<file path="src/design/rop_pkg.sv">
// Shared types and constants for the offset-point kinematics block.
// Holds datapath commands, status, operand sources and code values.
// No dependencies.
package rop_pkg;

    // Fixed-point and sizing constants independent of the data width
    localparam int ROT_FRAC = 20;   // fraction bits of rotation entries
    localparam int QN_W     = 22;   // signed normalized quaternion part
    localparam int PQ_W     = 44;   // quaternion product
    localparam int NE_W     = 46;   // signed quadratic-form entry
    localparam int N2_W     = 44;   // squared norm and divider remainder
    localparam int ROT_W    = 22;   // signed rotation entry
    localparam int QBITS    = 21;   // divider quotient bits
    localparam int NUM_W    = 68;   // divider dividend
    localparam int OP_W     = 3;
    localparam int KIND_W   = 2;
    localparam int CFG_IDX_W = 2;

    // Input item op codes
    localparam logic [OP_W-1:0] OP_POSE = 3'd0;
    localparam logic [OP_W-1:0] OP_VEL  = 3'd1;
    localparam logic [OP_W-1:0] OP_ACC  = 3'd2;
    localparam logic [OP_W-1:0] OP_ANGV = 3'd3;
    localparam logic [OP_W-1:0] OP_ANGA = 3'd4;
    localparam logic [OP_W-1:0] OP_TICK = 3'd5;

    // Result kinds
    localparam logic [KIND_W-1:0] KIND_POS = 2'd0;
    localparam logic [KIND_W-1:0] KIND_VEL = 2'd1;
    localparam logic [KIND_W-1:0] KIND_ACC = 2'd2;

    // Configuration register indexes
    localparam logic [CFG_IDX_W-1:0] CFG_OFF_X = 2'd0;
    localparam logic [CFG_IDX_W-1:0] CFG_OFF_Y = 2'd1;
    localparam logic [CFG_IDX_W-1:0] CFG_OFF_Z = 2'd2;

    typedef enum logic [3:0] {
        DP_NOP,
        DP_LOAD,
        DP_NORM_INIT,
        DP_SHR,
        DP_SHL,
        DP_ROT_IDENT,
        DP_QMUL,
        DP_DIV_INIT,
        DP_DIV_STEP,
        DP_DIV_DONE,
        DP_MUL,
        DP_ACC,
        DP_RND_C1,
        DP_RND_C2,
        DP_RND_RES
    } t_dp_op;

    typedef enum logic [2:0] {
        SRC_QN,
        SRC_W,
        SRC_AL,
        SRC_D,
        SRC_C1,
        SRC_C2,
        SRC_ROT
    } t_src;

    typedef struct packed {
        t_dp_op              op;
        t_src                a_src;
        logic [3:0]          a_idx;
        t_src                b_src;
        logic [3:0]          b_idx;
        logic                neg;
        logic                first;
        logic [KIND_W-1:0]   kind;
        logic [3:0]          idx;
    } t_cmd;

    typedef struct packed {
        logic q_zero;
        logic q_hi;
        logic q_lo;
    } t_sts;

endpackage

</file>
<file path="src/design/rop_ctrl.sv">
// Sequencer for the offset-point kinematics block: marks, phases, counters.
// Issues datapath commands; depends on rop_pkg.
module rop_ctrl (
    input  logic                          i_clk,
    input  logic                          i_rst_n,
    input  logic                          i_in_valid,
    input  logic [rop_pkg::OP_W-1:0]      i_in_op,
    output logic                          o_in_ready,
    input  rop_pkg::t_sts                 i_sts,
    output rop_pkg::t_cmd                 o_cmd,
    output logic                          o_out_valid,
    input  logic                          i_out_ready,
    output logic [rop_pkg::KIND_W-1:0]    o_kind
);
    import rop_pkg::*;

    typedef enum logic [3:0] {
        S_IDLE, S_NORM, S_QMUL, S_DIV_INIT, S_DIV_STEP, S_DIV_DONE,
        S_X1, S_RND1, S_X2, S_RND2, S_ROT, S_RNDR, S_EMIT
    } t_state;

    t_state            r_state;
    logic [4:0]        r_marks;
    logic [3:0]        r_cnt;
    logic [1:0]        r_term;
    logic [KIND_W-1:0] r_kind;
    logic [4:0]        r_step;
    logic              r_ph;
    logic              r_out_valid;

    logic              w_accept;
    logic              w_store;
    logic              w_tick;
    logic [3:0]        w_ia;    // (cnt+1) mod 3
    logic [3:0]        w_ib;    // (cnt+2) mod 3
    t_cmd              w_cmd;

    assign o_in_ready  = (r_state == S_IDLE);
    assign w_accept    = i_in_valid && o_in_ready;
    assign w_store     = (i_in_op <= OP_ANGA);
    assign w_tick      = (i_in_op == OP_TICK) && (&r_marks);
    assign o_out_valid = r_out_valid;
    assign o_kind      = r_kind;
    assign o_cmd       = w_cmd;

    // cyclic neighbors of the current component
    always_comb begin
        case (r_cnt)
            4'd0:    begin w_ia = 4'd1; w_ib = 4'd2; end
            4'd1:    begin w_ia = 4'd2; w_ib = 4'd0; end
            default: begin w_ia = 4'd0; w_ib = 4'd1; end
        endcase
    end

    // command decode
    always_comb begin
        w_cmd       = '0;
        w_cmd.op    = DP_NOP;
        w_cmd.idx   = r_cnt;
        w_cmd.kind  = r_kind;
        w_cmd.first = (r_term == 2'd0);
        w_cmd.a_src = SRC_QN;
        w_cmd.b_src = SRC_QN;
        case (r_state)
            S_IDLE: begin
                if (w_accept && w_store) begin
                    w_cmd.op = DP_LOAD;
                end else if (w_accept && w_tick) begin
                    w_cmd.op = DP_NORM_INIT;
                end
            end
            S_NORM: begin
                if (i_sts.q_zero) begin
                    w_cmd.op = DP_ROT_IDENT;
                end else if (i_sts.q_hi) begin
                    w_cmd.op = DP_SHR;
                end else if (i_sts.q_lo) begin
                    w_cmd.op = DP_SHL;
                end
            end
            S_QMUL: begin
                // ww xx yy zz xy wz xz wy yz wx
                w_cmd.op = DP_QMUL;
                case (r_cnt)
                    4'd0:    begin w_cmd.a_idx = 4'd0; w_cmd.b_idx = 4'd0; end
                    4'd1:    begin w_cmd.a_idx = 4'd1; w_cmd.b_idx = 4'd1; end
                    4'd2:    begin w_cmd.a_idx = 4'd2; w_cmd.b_idx = 4'd2; end
                    4'd3:    begin w_cmd.a_idx = 4'd3; w_cmd.b_idx = 4'd3; end
                    4'd4:    begin w_cmd.a_idx = 4'd1; w_cmd.b_idx = 4'd2; end
                    4'd5:    begin w_cmd.a_idx = 4'd0; w_cmd.b_idx = 4'd3; end
                    4'd6:    begin w_cmd.a_idx = 4'd1; w_cmd.b_idx = 4'd3; end
                    4'd7:    begin w_cmd.a_idx = 4'd0; w_cmd.b_idx = 4'd2; end
                    4'd8:    begin w_cmd.a_idx = 4'd2; w_cmd.b_idx = 4'd3; end
                    default: begin w_cmd.a_idx = 4'd0; w_cmd.b_idx = 4'd1; end
                endcase
            end
            S_DIV_INIT: w_cmd.op = DP_DIV_INIT;
            S_DIV_STEP: w_cmd.op = DP_DIV_STEP;
            S_DIV_DONE: w_cmd.op = DP_DIV_DONE;
            S_X1: begin
                // w x d
                w_cmd.op    = r_ph ? DP_ACC : DP_MUL;
                w_cmd.a_src = SRC_W;
                w_cmd.b_src = SRC_D;
                w_cmd.neg   = r_term[0];
                w_cmd.a_idx = r_term[0] ? w_ib : w_ia;
                w_cmd.b_idx = r_term[0] ? w_ia : w_ib;
            end
            S_X2: begin
                // alpha x d + w x c1
                w_cmd.op    = r_ph ? DP_ACC : DP_MUL;
                w_cmd.a_src = r_term[1] ? SRC_W : SRC_AL;
                w_cmd.b_src = r_term[1] ? SRC_C1 : SRC_D;
                w_cmd.neg   = r_term[0];
                w_cmd.a_idx = r_term[0] ? w_ib : w_ia;
                w_cmd.b_idx = r_term[0] ? w_ia : w_ib;
            end
            S_ROT: begin
                w_cmd.op    = r_ph ? DP_ACC : DP_MUL;
                w_cmd.a_src = SRC_ROT;
                w_cmd.a_idx = {r_cnt[2:0], 1'b0} + r_cnt + {2'b00, r_term};
                w_cmd.b_idx = {2'b00, r_term};
                case (r_kind)
                    KIND_POS: w_cmd.b_src = SRC_D;
                    KIND_VEL: w_cmd.b_src = SRC_C1;
                    default:  w_cmd.b_src = SRC_C2;
                endcase
            end
            S_RND1: w_cmd.op = DP_RND_C1;
            S_RND2: w_cmd.op = DP_RND_C2;
            S_RNDR: w_cmd.op = DP_RND_RES;
            default: w_cmd.op = DP_NOP;
        endcase
    end

    // state, counters and registered outputs
    always_ff @(posedge i_clk) begin
        if (!i_rst_n) begin
            r_state     <= S_IDLE;
            r_marks     <= '0;
            r_cnt       <= '0;
            r_term      <= '0;
            r_kind      <= KIND_POS;
            r_step      <= '0;
            r_ph        <= 1'b0;
            r_out_valid <= 1'b0;
        end else begin
            case (r_state)
                S_IDLE: begin
                    if (w_accept && w_store) begin
                        r_marks[i_in_op] <= 1'b1;
                    end else if (w_accept && w_tick) begin
                        r_state <= S_NORM;
                        r_cnt   <= '0;
                        r_term  <= '0;
                        r_ph    <= 1'b0;
                        r_kind  <= KIND_POS;
                    end
                end
                S_NORM: begin
                    if (i_sts.q_zero) begin
                        r_state <= S_X1;
                    end else if (!i_sts.q_hi && !i_sts.q_lo) begin
                        r_state <= S_QMUL;
                    end
                end
                S_QMUL: begin
                    if (r_cnt == 4'd9) begin
                        r_cnt   <= '0;
                        r_state <= S_DIV_INIT;
                    end else begin
                        r_cnt <= r_cnt + 4'd1;
                    end
                end
                S_DIV_INIT: begin
                    r_step  <= '0;
                    r_state <= S_DIV_STEP;
                end
                S_DIV_STEP: begin
                    if (r_step == 5'(QBITS - 1)) begin
                        r_state <= S_DIV_DONE;
                    end else begin
                        r_step <= r_step + 5'd1;
                    end
                end
                S_DIV_DONE: begin
                    if (r_cnt == 4'd8) begin
                        r_cnt   <= '0;
                        r_state <= S_X1;
                    end else begin
                        r_cnt   <= r_cnt + 4'd1;
                        r_state <= S_DIV_INIT;
                    end
                end
                S_X1: begin
                    r_ph <= ~r_ph;
                    if (r_ph) begin
                        if (r_term == 2'd1) begin
                            r_term  <= '0;
                            r_state <= S_RND1;
                        end else begin
                            r_term <= r_term + 2'd1;
                        end
                    end
                end
                S_RND1: begin
                    if (r_cnt == 4'd2) begin
                        r_cnt   <= '0;
                        r_state <= S_X2;
                    end else begin
                        r_cnt   <= r_cnt + 4'd1;
                        r_state <= S_X1;
                    end
                end
                S_X2: begin
                    r_ph <= ~r_ph;
                    if (r_ph) begin
                        if (r_term == 2'd3) begin
                            r_term  <= '0;
                            r_state <= S_RND2;
                        end else begin
                            r_term <= r_term + 2'd1;
                        end
                    end
                end
                S_RND2: begin
                    if (r_cnt == 4'd2) begin
                        r_cnt   <= '0;
                        r_kind  <= KIND_POS;
                        r_state <= S_ROT;
                    end else begin
                        r_cnt   <= r_cnt + 4'd1;
                        r_state <= S_X2;
                    end
                end
                S_ROT: begin
                    r_ph <= ~r_ph;
                    if (r_ph) begin
                        if (r_term == 2'd2) begin
                            r_term  <= '0;
                            r_state <= S_RNDR;
                        end else begin
                            r_term <= r_term + 2'd1;
                        end
                    end
                end
                S_RNDR: begin
                    if (r_cnt == 4'd2) begin
                        r_cnt       <= '0;
                        r_out_valid <= 1'b1;
                        r_state     <= S_EMIT;
                    end else begin
                        r_cnt   <= r_cnt + 4'd1;
                        r_state <= S_ROT;
                    end
                end
                S_EMIT: begin
                    if (i_out_ready) begin
                        r_out_valid <= 1'b0;
                        if (r_kind == KIND_ACC) begin
                            r_state <= S_IDLE;
                        end else begin
                            r_kind  <= r_kind + 2'd1;
                            r_state <= S_ROT;
                        end
                    end
                end
                default: r_state <= S_IDLE;
            endcase
        end
    end

endmodule

</file>
<file path="config.mk">
export PLATFORM = sky130hd
export DESIGN_NAME = rop_ctrl
export DESIGN_NICKNAME = d
export VERILOG_FILES = /design/src/design/rop_pkg.sv /design/src/design/rop_ctrl.sv
export SDC_FILE = /design/constraint.sdc
export NUM_CORES = 1
export LEC_CHECK = 0
export BUFFER_PORTS_ARGS = -buffer_cell sky130_fd_sc_hd__buf_2
export CELL_PAD_IN_SITES_DETAIL_PLACEMENT = 1
export CELL_PAD_IN_SITES_GLOBAL_PLACEMENT = 1
export CORE_ASPECT_RATIO = 1.5
export CORE_MARGIN = 4
export CORE_UTILIZATION = 46
export DETAILED_ROUTE_END_ITERATION = 7
export PLACE_DENSITY_LB_ADDON = 0.3
export SETUP_SLACK_MARGIN = 0.15
export SYNTH_ARGS = -nofsm -noshare
export SYNTH_HDL_FRONTEND = slang
export SYNTH_SLANG_ARGS = --single-unit
</file>
<file path="constraint.sdc">
create_clock -name i_clk -period 7.07 [get_ports i_clk]
set_clock_uncertainty 0.15 [all_clocks]
set_input_delay 0.707 -clock i_clk [delete_from_list [all_inputs] [get_ports i_clk]]
set_output_delay 0.707 -clock i_clk [all_outputs]
set_load 0.02 [all_outputs]
</file>
# == Yosys cells after proc, flatten, opt, wreduce, memory -nomap -nowiden ==
# Memory sizes are Yosys's and may differ from the RTL's. A register that Yosys moved wholly into a read port is not among the register bits.
# Index checks and enable logic that the tools add are counted.
# word_totals
register_bits,24
romBits,64
inputBits,10
output_inout_bits,30
word_cells,158
memories,1
# mem_list
memory,words,word_bits,read_ports,rd_clocked_by_memory_dff,write_ports,line,text
(no name shown),16,4,1,1,0,rop_ctrl.sv:84,case (r_cnt)
# classes
n_addsub,6
n_lt_le_gt_ge,3
eq_ne,39
mux,69
n_bitwise,2
n_reduce_logical,30
# op_table
operator,n
two-way mux 4 bit,24
case mux 4 bit (13 select lines),1
case mux 4 bit (10 select lines),1
two-way mux 2 bit,15
"== test 4 bit, second input constant",7
"!= test 2 bit, second input constant",14
case mux 4 bit (3 select lines),2
two-way mux 3 bit,6
case mux 3 bit (3 select lines),2
"== test 4 x 3 -> 1 bit, second input constant",4
case mux 4 bit (4 select lines),1
"== test 4 x 2 -> 1 bit, second input constant",3
AND reduction 12 bit,1
AND reduction 6 bit,2
case mux 5 bit (2 select lines),1
AND reduction 3 bit,3
"== test 4 x 1 -> 1 bit, second input constant",2
zero test 4 bit,2
case mux 2 bit (2 select lines),2
case mux 2 bit (4 select lines),1
nonzero test 4 bit,2
two-way mux 1 bit,7
"== test 2 bit, second input constant",3
logical AND 1 bit,6
other kinds (28),37

# == Depth between registers and ports, before layout ==
# Gate-level depths: netlist of run 1.
# logic_depth
depth_word,8
ltp_mapped,10
ltp_nobuf,10

# == Worst setup path before layout of run 1 ==
# Ideal clock, no wire load.
# synth_path
path_kind,register to output
startpoint,register r_cnt[0]
endpoint,output port o_cmd[18] (netlist bit)
arrival_time_ns,2.094
slack_ns,4.119
path_stages_with_launch,8
path_buffers,0
path_cell_list,dfxtp_1 -> fa_1 -> ha_1 -> inv_1 -> fa_1 -> xnor2_1 -> xnor2_1 -> nor2_1
# synth_lines
element,line,text
start: declaration,rop_ctrl.sv:24,logic [3:0] r_cnt;
start signal: assignment,rop_ctrl.sv:172,r_cnt <= r_cnt + 4'd1;
start signal: assignment,rop_ctrl.sv:191,r_cnt <= r_cnt + 4'd1;
start signal: assignment,rop_ctrl.sv:211,r_cnt <= r_cnt + 4'd1;
end: declaration,rop_ctrl.sv:10,"output rop_pkg::t_cmd o_cmd,"

==> out/qor.csv, run 1 <==
metric,value,unit
clock buffer count from CTS,3,
post-CTS setup buffer count,0,
FILL cells,728,
die height,100,µm
post-synthesis sequential area ratio,0.214,
first-pass GRT wire length,13600,µm
"most common cell after layout, fill and taps aside",buf_2,
Layout Cells excl Fill,431,
max_slew headroom,0.422,
met1 usage,0.277,
"Top FF cell, synth",dfxtp_1,
clock-pin slew on the worst setup and hold paths,0.11,ns
WP data required,6.21,ns
io pins,40,
Die Area,6980,µm²
Cell Pwr Density,297,nW/µm²
Crit Path Class,reg -> out,
Worst Path Arrival,2.52,ns
Sink Count,28,
hold buffer count at CTS,0,
# nets final,394,
Area contributors post-synth,"dfxtp_1 (21%), ha_1 (9.6%), a21oi_1 (4.6%)",
critical path's slowest cell,fa_1,
# port buffers,37,
CTS H-tree lvls,1,
GRT overflow,0,
first-pass detailed-route iteration total,4,
Pins Over Slew Limit,0,
Initial Util,0.476,
Yosys cell types,69,
Top delay family on crit path,adder cells,
fin crit period,3.37,ns
Iteration-0 DRC Markers,292,
CP bufs+invs,2,
sequential cell area,561,µm²
Die X,69.6,µm
Synth Register Bits,28,
Yosys top cell area share,0.214,
Post-synth EDFFs,0,
Core Region,5490,µm²
hpwl dp,6180,µm
Area Growth Syn to Fin,9.19,%
RSZ-0062 raised after global routing,no,
most frequent cells in the layout,"buf_2 (37), nand2_1 (31), dfxtp_1 (28)",
met3 GRT Util,0.0170,
MaxCap Viol Count,0,
RePlAce Congestion,0.944,
Post-synth ARST share,0,
Peak VDD IR,144,µV
CTS tree,built,
fmax,0.296,GHz
worst hold path class,reg -> reg,
initial antenna violation count,0,
area of the multi-input gates,1820,µm²
most used routing layer in global routing,met2,
Synth warnings,0,
Post-Syn Area,2620,µm²
routed vias,2637,
Max stage delay on crit path,0.59,ns
Routed Antenna Nets,0,
Final Hold Vio Count,0,
post-synth top area cell,dfxtp_1,
critical path cell sequence,"fa_1, ha_1, inv_1, fa_1, xnor2_1, xnor2_1, nor2_1, buf_2",
Crit. End Element,output pin,
CTS max path bufs,2,
CTS root buffer,clkbuf_8,
met2 Usage GRT,0.451,
Worst Max-Slew Pin Slew,0.866,ns
row count,33,
final setup fails,0,
routed length per instance,18.6,µm
dpl cells,427,
Post-Route Setup TNS,0,ns
post-layout util,0.520,
cts repair resizes,0,
startpoint class of the critical path,flop,
Post-Syn Instances,338,
Global Route Usage Sum,0.238,
outcome,completed,
total wire length,8030,µm
static leakage,1.08,nW
largest net degree at the start of global routing,38,
vias in the first global route,2731,
DR vias/cell,6.12,
n_diodes,0,
# DRC,0,
clk_lat worst skew,0.28,ns
layout cells sized above 1,0.163,
crit-path max FO,9,
fin crit share,0.477,
syn avg cell area,7.74,µm²
==> worst min-delay path, delay by kind of cell (launching register included) <==
family / cells / cell delay (ns)
buffers and inverters: 1 / 0.05
AO/OA/AOI/OAI: 1 / 0.05
flip-flops: 1 / 0.32
==> per-stage QoR <==
| step | setup WS [ns] | total power, mW | cell area (µm²) | hold WS (ns) |
|---|---|---|---|---|
| floorplan | 4.12 | 0.589 | 2620 | 0.276 |
| global placement | 4.03 | 0.711 | 2780 | 0.290 |
| detailed placement | 4.05 | 0.718 | 2780 | 0.299 |
| CTS | 3.73 | 0.850 | 2860 | 0.314 |
| global route | 3.49 | 0.912 | 2860 | 0.351 |
| finish | 3.70 | 0.849 | 2860 | 0.307 |
==> cell families (layout without fill, tap and decap cells) <==
kind of cell	after synthesis	in the layout	synth area share
buffers and inverters	50	72	0.0914
other	1	2	0.00143
DFF	28	28	0.214
and+or+nand+nor	114	114	0.242
adders and majority gates	22	22	0.111
AOI/OAI and AO/OA	112	112	0.297
muxes	3	3	0.0163
xor gates and xnor gates	8	8	0.0268
==> routing by layer <==
layer / share of wire / wire length (µm) / up-vias
li1: - / - / 1276
met2: 0.54 / 4340 / 62
met1: 0.40 / 3230 / 1279
met3: 0.028 / 228 / 20
met4: 0.029 / 233 / 0
met5: 0 / 0 / -
==> synth_stat cells (4+ instances only) <==
| master | count |
|---|---|
| a31oi_1 | 11 |
| a22oi_1 | 4 |
| nor4b_1 | 5 |
| o21ai_0 | 17 |
| inv_1 | 27 |
| buf_4 | 4 |
| nand2_1 | 31 |
| a21oi_1 | 24 |
| buf_2 | 5 |
| nor3_1 | 7 |
| a32oi_1 | 5 |
| dfxtp_1 | 28 |
| nand3_1 | 4 |
| a211oi_1 | 8 |
| xnor2_1 | 6 |
| o21a_1 | 5 |
| buf_6 | 4 |
| nor2b_1 | 5 |
| o21ai_1 | 7 |
| nor2_1 | 24 |
| ha_1 | 20 |
| nand2b_1 | 7 |
| clkbuf_1 | 7 |
==> worst paths after layout <==
path / from / to / slack [ns] / cells past startpoint
setup / recovery: r_cnt[0]$_SDFFE_PN0N_ / o_cmd[18] / 3.70 / 8
hold / removal: r_marks[2]$_SDFFE_PN0P_ / r_marks[2]$_SDFFE_PN0P_ / 0.31 / 2
setup reg to reg: r_state[3]$_SDFFE_PN0P_ / flop / 4.02 / 9
hold reg to reg: r_marks[2]$_SDFFE_PN0P_ / r_marks[2]$_SDFFE_PN0P_ / 0.31 / 2
==> power breakdown <==
part           internal (mW)  total (mW)  switching (mW)
logic                  0.170       0.506           0.336
registers              0.181       0.214          0.0327
clock network         0.0758       0.129          0.0534
total                  0.427       0.849           0.422
==> cell type report <==
class                           count  share of cell area
Clock buffer                        3              0.0145
Clock inverter                      1              0.0105
Inverter                           27              0.0355
Multi-Input combinational cell    261               0.637
Sequential cell                    28               0.196
Tap cell                           70              0.0307
Timing Repair Buffer               41              0.0754
No activity file was read; power rests on OpenSTA's default activity.
==> inputs of run 2 (changes only) <==
CORE_UTILIZATION = 38   (was 46)
clock period = 3.04 ns   (was 7.07 ns; I/O delays follow)
==> out/qor.csv, run 2 (same netlist as run 1, synthesis figures left out) <==
metric,value,unit,change
fin area,2980,µm²,was 2860 µm²
row count,36,,was 33
Sink Count,28,,unchanged
die height,110,µm,was 100 µm
Crit Path Class,reg -> out,,unchanged
# nets final,403,,was 394
Die X,75.7,µm,was 69.6 µm
largest net degree at the start of global routing,45,,was 38
DR vias/cell,6.04,,was 6.12
fin crit share,0.917,,
static leakage,1.14,nW,was 1.08 nW
Pins Over Slew Limit,0,,unchanged
worst hold slack,0.146,ns,was 0.307 ns
startpoint class of the critical path,flop,,unchanged
Placed Area,2870,µm²,was 2780 µm²
routed length per instance,19.4,µm,was 18.6 µm
Crit. End Element,output pin,,unchanged
vias in the first global route,2688,,was 2731
clock buffer count from CTS,3,,unchanged
layout cells sized above 1,0.205,,was 0.163
# port buffers,37,,unchanged
WP data required,2.59,ns,was 6.21 ns
hpwl dp,6640,µm,was 6180 µm
clk_lat worst skew,0.30,ns,was 0.28 ns
critical path cell sequence,"fa_1, ha_1, inv_1, fa_1, xnor2_2, xnor2_1, nor2_1, buf_2",,"was fa_1, ha_1, inv_1, fa_1, xnor2_1, xnor2_1, nor2_1, buf_2"
final setup fails,0,,unchanged
CTS tree,built,,unchanged
"most common cell after layout, fill and taps aside",buf_2,,unchanged
FILL cells,839,,was 728
Area Growth Syn to Fin,14.0,%,was 9.19%
critical path's slowest cell,fa_1,,unchanged
total wire length,8630,µm,was 8030 µm
"most used cell, CP",fa_1,,
Max stage delay on crit path,0.54,ns,was 0.59 ns
Core Region,6580,µm²,was 5490 µm²
fin crit period,2.79,ns,
Iteration-0 DRC Markers,173,,was 292
post-CTS setup buffer count,0,,unchanged
RSZ-0062 raised after global routing,no,,unchanged
Routed Antenna Nets,0,,unchanged
Die Area,8300,µm²,was 6980 µm²
max_slew headroom,0.411,,was 0.422
CTS max path bufs,2,,unchanged
Worst Path Arrival,2.33,ns,was 2.52 ns
Global Route Usage Sum,0.217,,was 0.238
io pins,40,,unchanged
RePlAce Congestion,0.879,,was 0.944
Initial Util,0.398,,was 0.476
Final Hold Vio Count,0,,unchanged
Peak VDD IR,338,µV,was 144 µV
most frequent cells in the layout,"buf_2 (37), nand2_1 (31), inv_1 (27)",,"was buf_2 (37), nand2_1 (31), dfxtp_1 (28)"
setup ws final,0.253,ns,was 3.70 ns
CTS H-tree lvls,1,,unchanged
CTS root buffer,clkbuf_8,,unchanged
crit-path max FO,9,,unchanged
Post-Route Setup TNS,0,ns,unchanged
fmax,0.359,GHz,
GRT overflow,0,,unchanged
n_diodes,0,,unchanged
routed vias,2693,,was 2637
first-pass detailed-route iteration total,4,,unchanged
worst hold path class,in -> reg,,was reg -> reg
clock-pin slew on the worst setup and hold paths,0.11,ns,about the same
initial antenna violation count,0,,unchanged
Cell Pwr Density,696,nW/µm²,was 297 nW/µm²
first-pass GRT wire length,13700,µm,was 13600 µm
Place WS,0.130,ns,was 4.05 ns
outcome,completed,,unchanged
Worst Max-Slew Pin Slew,0.875,ns,was 0.866 ns
# DRC,0,,unchanged
MaxCap Viol Count,0,,unchanged
-- run 2: routing by layer --
layer,global-route usage,part of all wire,vias up
met5,0,0,-
met4,0.0963,0.034,0
met3,0.0238,0.027,20
met2,0.390,0.53,57
met1,0.250,0.41,1328
li1,-,-,1288
-- run 2: worst max-delay path, delay by kind of cell, from the launching register on --
kind	cells	cell delay [ns]
adders and majority gates	3	1.09
DFF	1	0.39
xor gates and xnor gates	2	0.27
buffers and inverters	2	0.21
and+or+nand+nor	1	0.07
-- run 2: layout make-up --
class,count,area (µm²),share of cell area
well taps,76,95.1,0.0319
multi-input cells,261,1850,0.622
repair buffers,50,295,0.0991
clock inverters,1,30.0,0.0101
clock buffers,3,41.3,0.0139
flip-flops and latches,28,564,0.189
inverters,27,101,0.0340
-- run 2: through the flow --
step	instances	util	total power, mW
after floorplan	339	-	1.37
after global placement	442	0.437	1.69
after detailed placement	442	0.437	1.72
after CTS	446	0.449	2.05
after global routing	446	0.453	2.22
final	446	0.453	2.08
-- run 2: path summary, 6_finish.rpt --
kind / slack, ns / to / start / cells after the start
setup / recovery: 0.25 / o_cmd[18] / r_cnt[0]$_SDFFE_PN0N_ / 8
hold / removal: 0.15 / r_marks[4]$_SDFFE_PN0P_ / i_in_valid / 3
setup reg to reg: 0.32 / flop / r_state[3]$_SDFFE_PN0P_ / 9
hold reg to reg: 0.31 / r_marks[2]$_SDFFE_PN0P_ / r_marks[2]$_SDFFE_PN0P_ / 2
-- run 2: power breakdown --
| group | total, mW | internal (mW) | switching, mW | leakage (nW) |
|---|---|---|---|---|
| clock network | 0.317 | 0.177 | 0.139 | 0.0357 |
| logic | 1.22 | 0.451 | 0.772 | 0.876 |
| registers | 0.535 | 0.425 | 0.110 | 0.228 |
-- run 2: timing repair --
item                       CTS  global route
pin swaps                    0             0
setup endpoints to repair    4            10
hold buffers                 0             0
resized for setup            2             7
==> inputs of run 3 (changes only) <==
PLACE_DENSITY_LB_ADDON = 0.08   (was 0.3)
==> out/qor.csv, run 3 (same netlist as run 1, synthesis figures left out) <==
metric,value,unit,change
most frequent cells in the layout,"buf_2 (36), nand2_1 (31), inv_1 (27)",,"was buf_2 (37), nand2_1 (31), inv_1 (27)"
WP data required,2.59,ns,about the same
final setup fails,0,,unchanged
Worst Reg2Reg Path Length in Cells,10,,was 9
area of the multi-input gates,1840,µm²,was 1850 µm²
Crit. End Element,output pin,,unchanged
Core Region,6580,µm²,unchanged
die height,110,µm,unchanged
Die Area,8300,µm²,unchanged
Worst Max-Slew Pin Slew,0.772,ns,was 0.875 ns
Global Route Usage Sum,0.218,,was 0.217
hold depth,3,,unchanged
clk_lat worst skew,0.28,ns,was 0.30 ns
max_slew headroom,0.485,,was 0.411
routed length per instance,18.7,µm,was 19.4 µm
first-pass GRT wire length,14000,µm,was 13700 µm
Worst Path Arrival,2.33,ns,about the same
"most common cell after layout, fill and taps aside",buf_2,,unchanged
DR vias/cell,5.87,,was 6.04
static leakage,1.16,nW,was 1.14 nW
MaxCap Viol Count,0,,unchanged
Area Growth Syn to Fin,14.3,%,was 14.0%
Iteration-0 DRC Markers,176,,was 173
Post-Route Setup TNS,0,ns,unchanged
startpoint class of the critical path,flop,,unchanged
hpwl dp,6740,µm,was 6640 µm
Sink Count,28,,unchanged
Place WS,0.266,ns,was 0.130 ns
Reg-to-Reg Start,r_cnt[1]$_SDFFE_PN0N_,,was r_state[3]$_SDFFE_PN0P_
# port buffers,37,,unchanged
FILL cells,857,,was 839
FF-to-FF setup slack,0.35,ns,was 0.32 ns
RePlAce Congestion,0.863,,was 0.879
CTS tree,built,,unchanged
largest net degree at the start of global routing,30,,was 45
vias in the first global route,2782,,was 2688
Initial Util,0.398,,unchanged
CTS max path bufs,2,,unchanged
CTS root buffer,clkbuf_8,,unchanged
outcome,completed,,unchanged
GRT overflow,0,,unchanged
Crit Path Class,reg -> out,,unchanged
CTS H-tree lvls,1,,unchanged
Routed Antenna Nets,0,,unchanged
fmax,0.359,GHz,about the same
worst hold path class,in -> reg,,unchanged
clock-pin slew on the worst setup and hold paths,0.10,ns,was 0.11 ns
clock buffer count from CTS,3,,unchanged
setup ws final,0.253,ns,about the same
hold endpoint,r_marks[3]$_SDFFE_PN0P_,,was r_marks[4]$_SDFFE_PN0P_
Layout Cells excl Fill,452,,was 446
fin crit period,2.79,ns,about the same
first-pass detailed-route iteration total,6,,was 4
Cell Pwr Density,682,nW/µm²,was 696 nW/µm²
dpl cells,445,,was 442
fin crit share,0.917,,about the same
# nets final,409,,was 403
Die X,75.7,µm,unchanged
min-delay src,i_in_op[0],,was i_in_valid
RSZ-0062 raised after global routing,no,,unchanged
# DRC,0,,unchanged
total wire length,8440,µm,was 8630 µm
sequential cell area,566,µm²,was 564 µm²
Final Hold Vio Count,0,,unchanged
io pins,40,,unchanged
Pins Over Slew Limit,0,,unchanged
routed vias,2653,,was 2693
layout cells sized above 1,0.215,,was 0.205
row count,36,,unchanged
Peak VDD IR,354,µV,was 338 µV
n_diodes,0,,unchanged
initial antenna violation count,0,,unchanged
crit-path max FO,9,,unchanged
[run 3: cell type report]
cell class,count,area share
clock buffers,4,0.0184
inverters,27,0.0339
multi-input cells,261,0.616
flip-flops and latches,28,0.189
well taps,76,0.0318
repair buffers,56,0.111
[run 3: per-layer routing]
metal	up-vias	global-route usage	routed length, µm
met5	-	0	0
met4	0	0.0863	325
met3	21	0.0201	245
met2	55	0.396	4440
met1	1274	0.255	3430
li1	1303	-	-
[run 3: per-stage QoR]
step	area, µm²	power [mW]	util	hold WS, ns
after floorplan	2620	1.37	-	0.272
after global placement	2880	1.72	0.438	0.288
after detailed placement	2880	1.74	0.438	0.294
after CTS	2940	1.98	0.447	0.150
after global routing	2990	2.19	0.454	0.171
final	2990	2.04	0.454	0.160
[run 3: power by group]
part	switching [mW]	internal [mW]
registers	0.116	0.427
logic	0.758	0.492
clock network	0.128	0.116
total	1.00	1.04
[run 3: how the worst max path moves through the flow]
stage / start / endpoint / slack (ns) / cells after the start
floorplan: r_cnt[0]$_SDFFE_PN0N_ / flop / 0.43 / 10
global placement: r_cnt[0]$_SDFFE_PN0N_ / flop / 0.37 / 10
detailed placement: r_cnt[0]$_SDFFE_PN0N_ / flop / 0.27 / 10
CTS: r_state[1]$_SDFFE_PN0P_ / o_cmd[23] / 0.16 / 5
global route: r_cnt[0]$_SDFFE_PN0N_ / o_cmd[18] / 0.15 / 8
finish: r_cnt[0]$_SDFFE_PN0N_ / o_cmd[18] / 0.25 / 8
[run 3: critical path: stages, from the launching register on]
cell     delay, ns
dfxtp_4       0.40
fa_1          0.56
ha_1          0.16
inv_1         0.05
fa_2          0.35
xnor2_2       0.14
xnor2_1       0.12
nor2_1        0.11
buf_4         0.16
[run 3: what timing repair did]
item                                   4_1_cts  5_1_grt
endpoints found under the hold margin        0        0
buffers inserted                             0        3
setup endpoints to repair                    1        8
gates resized for setup                      1        8
hold buffers                                 0        0
pin swaps                                    0        1
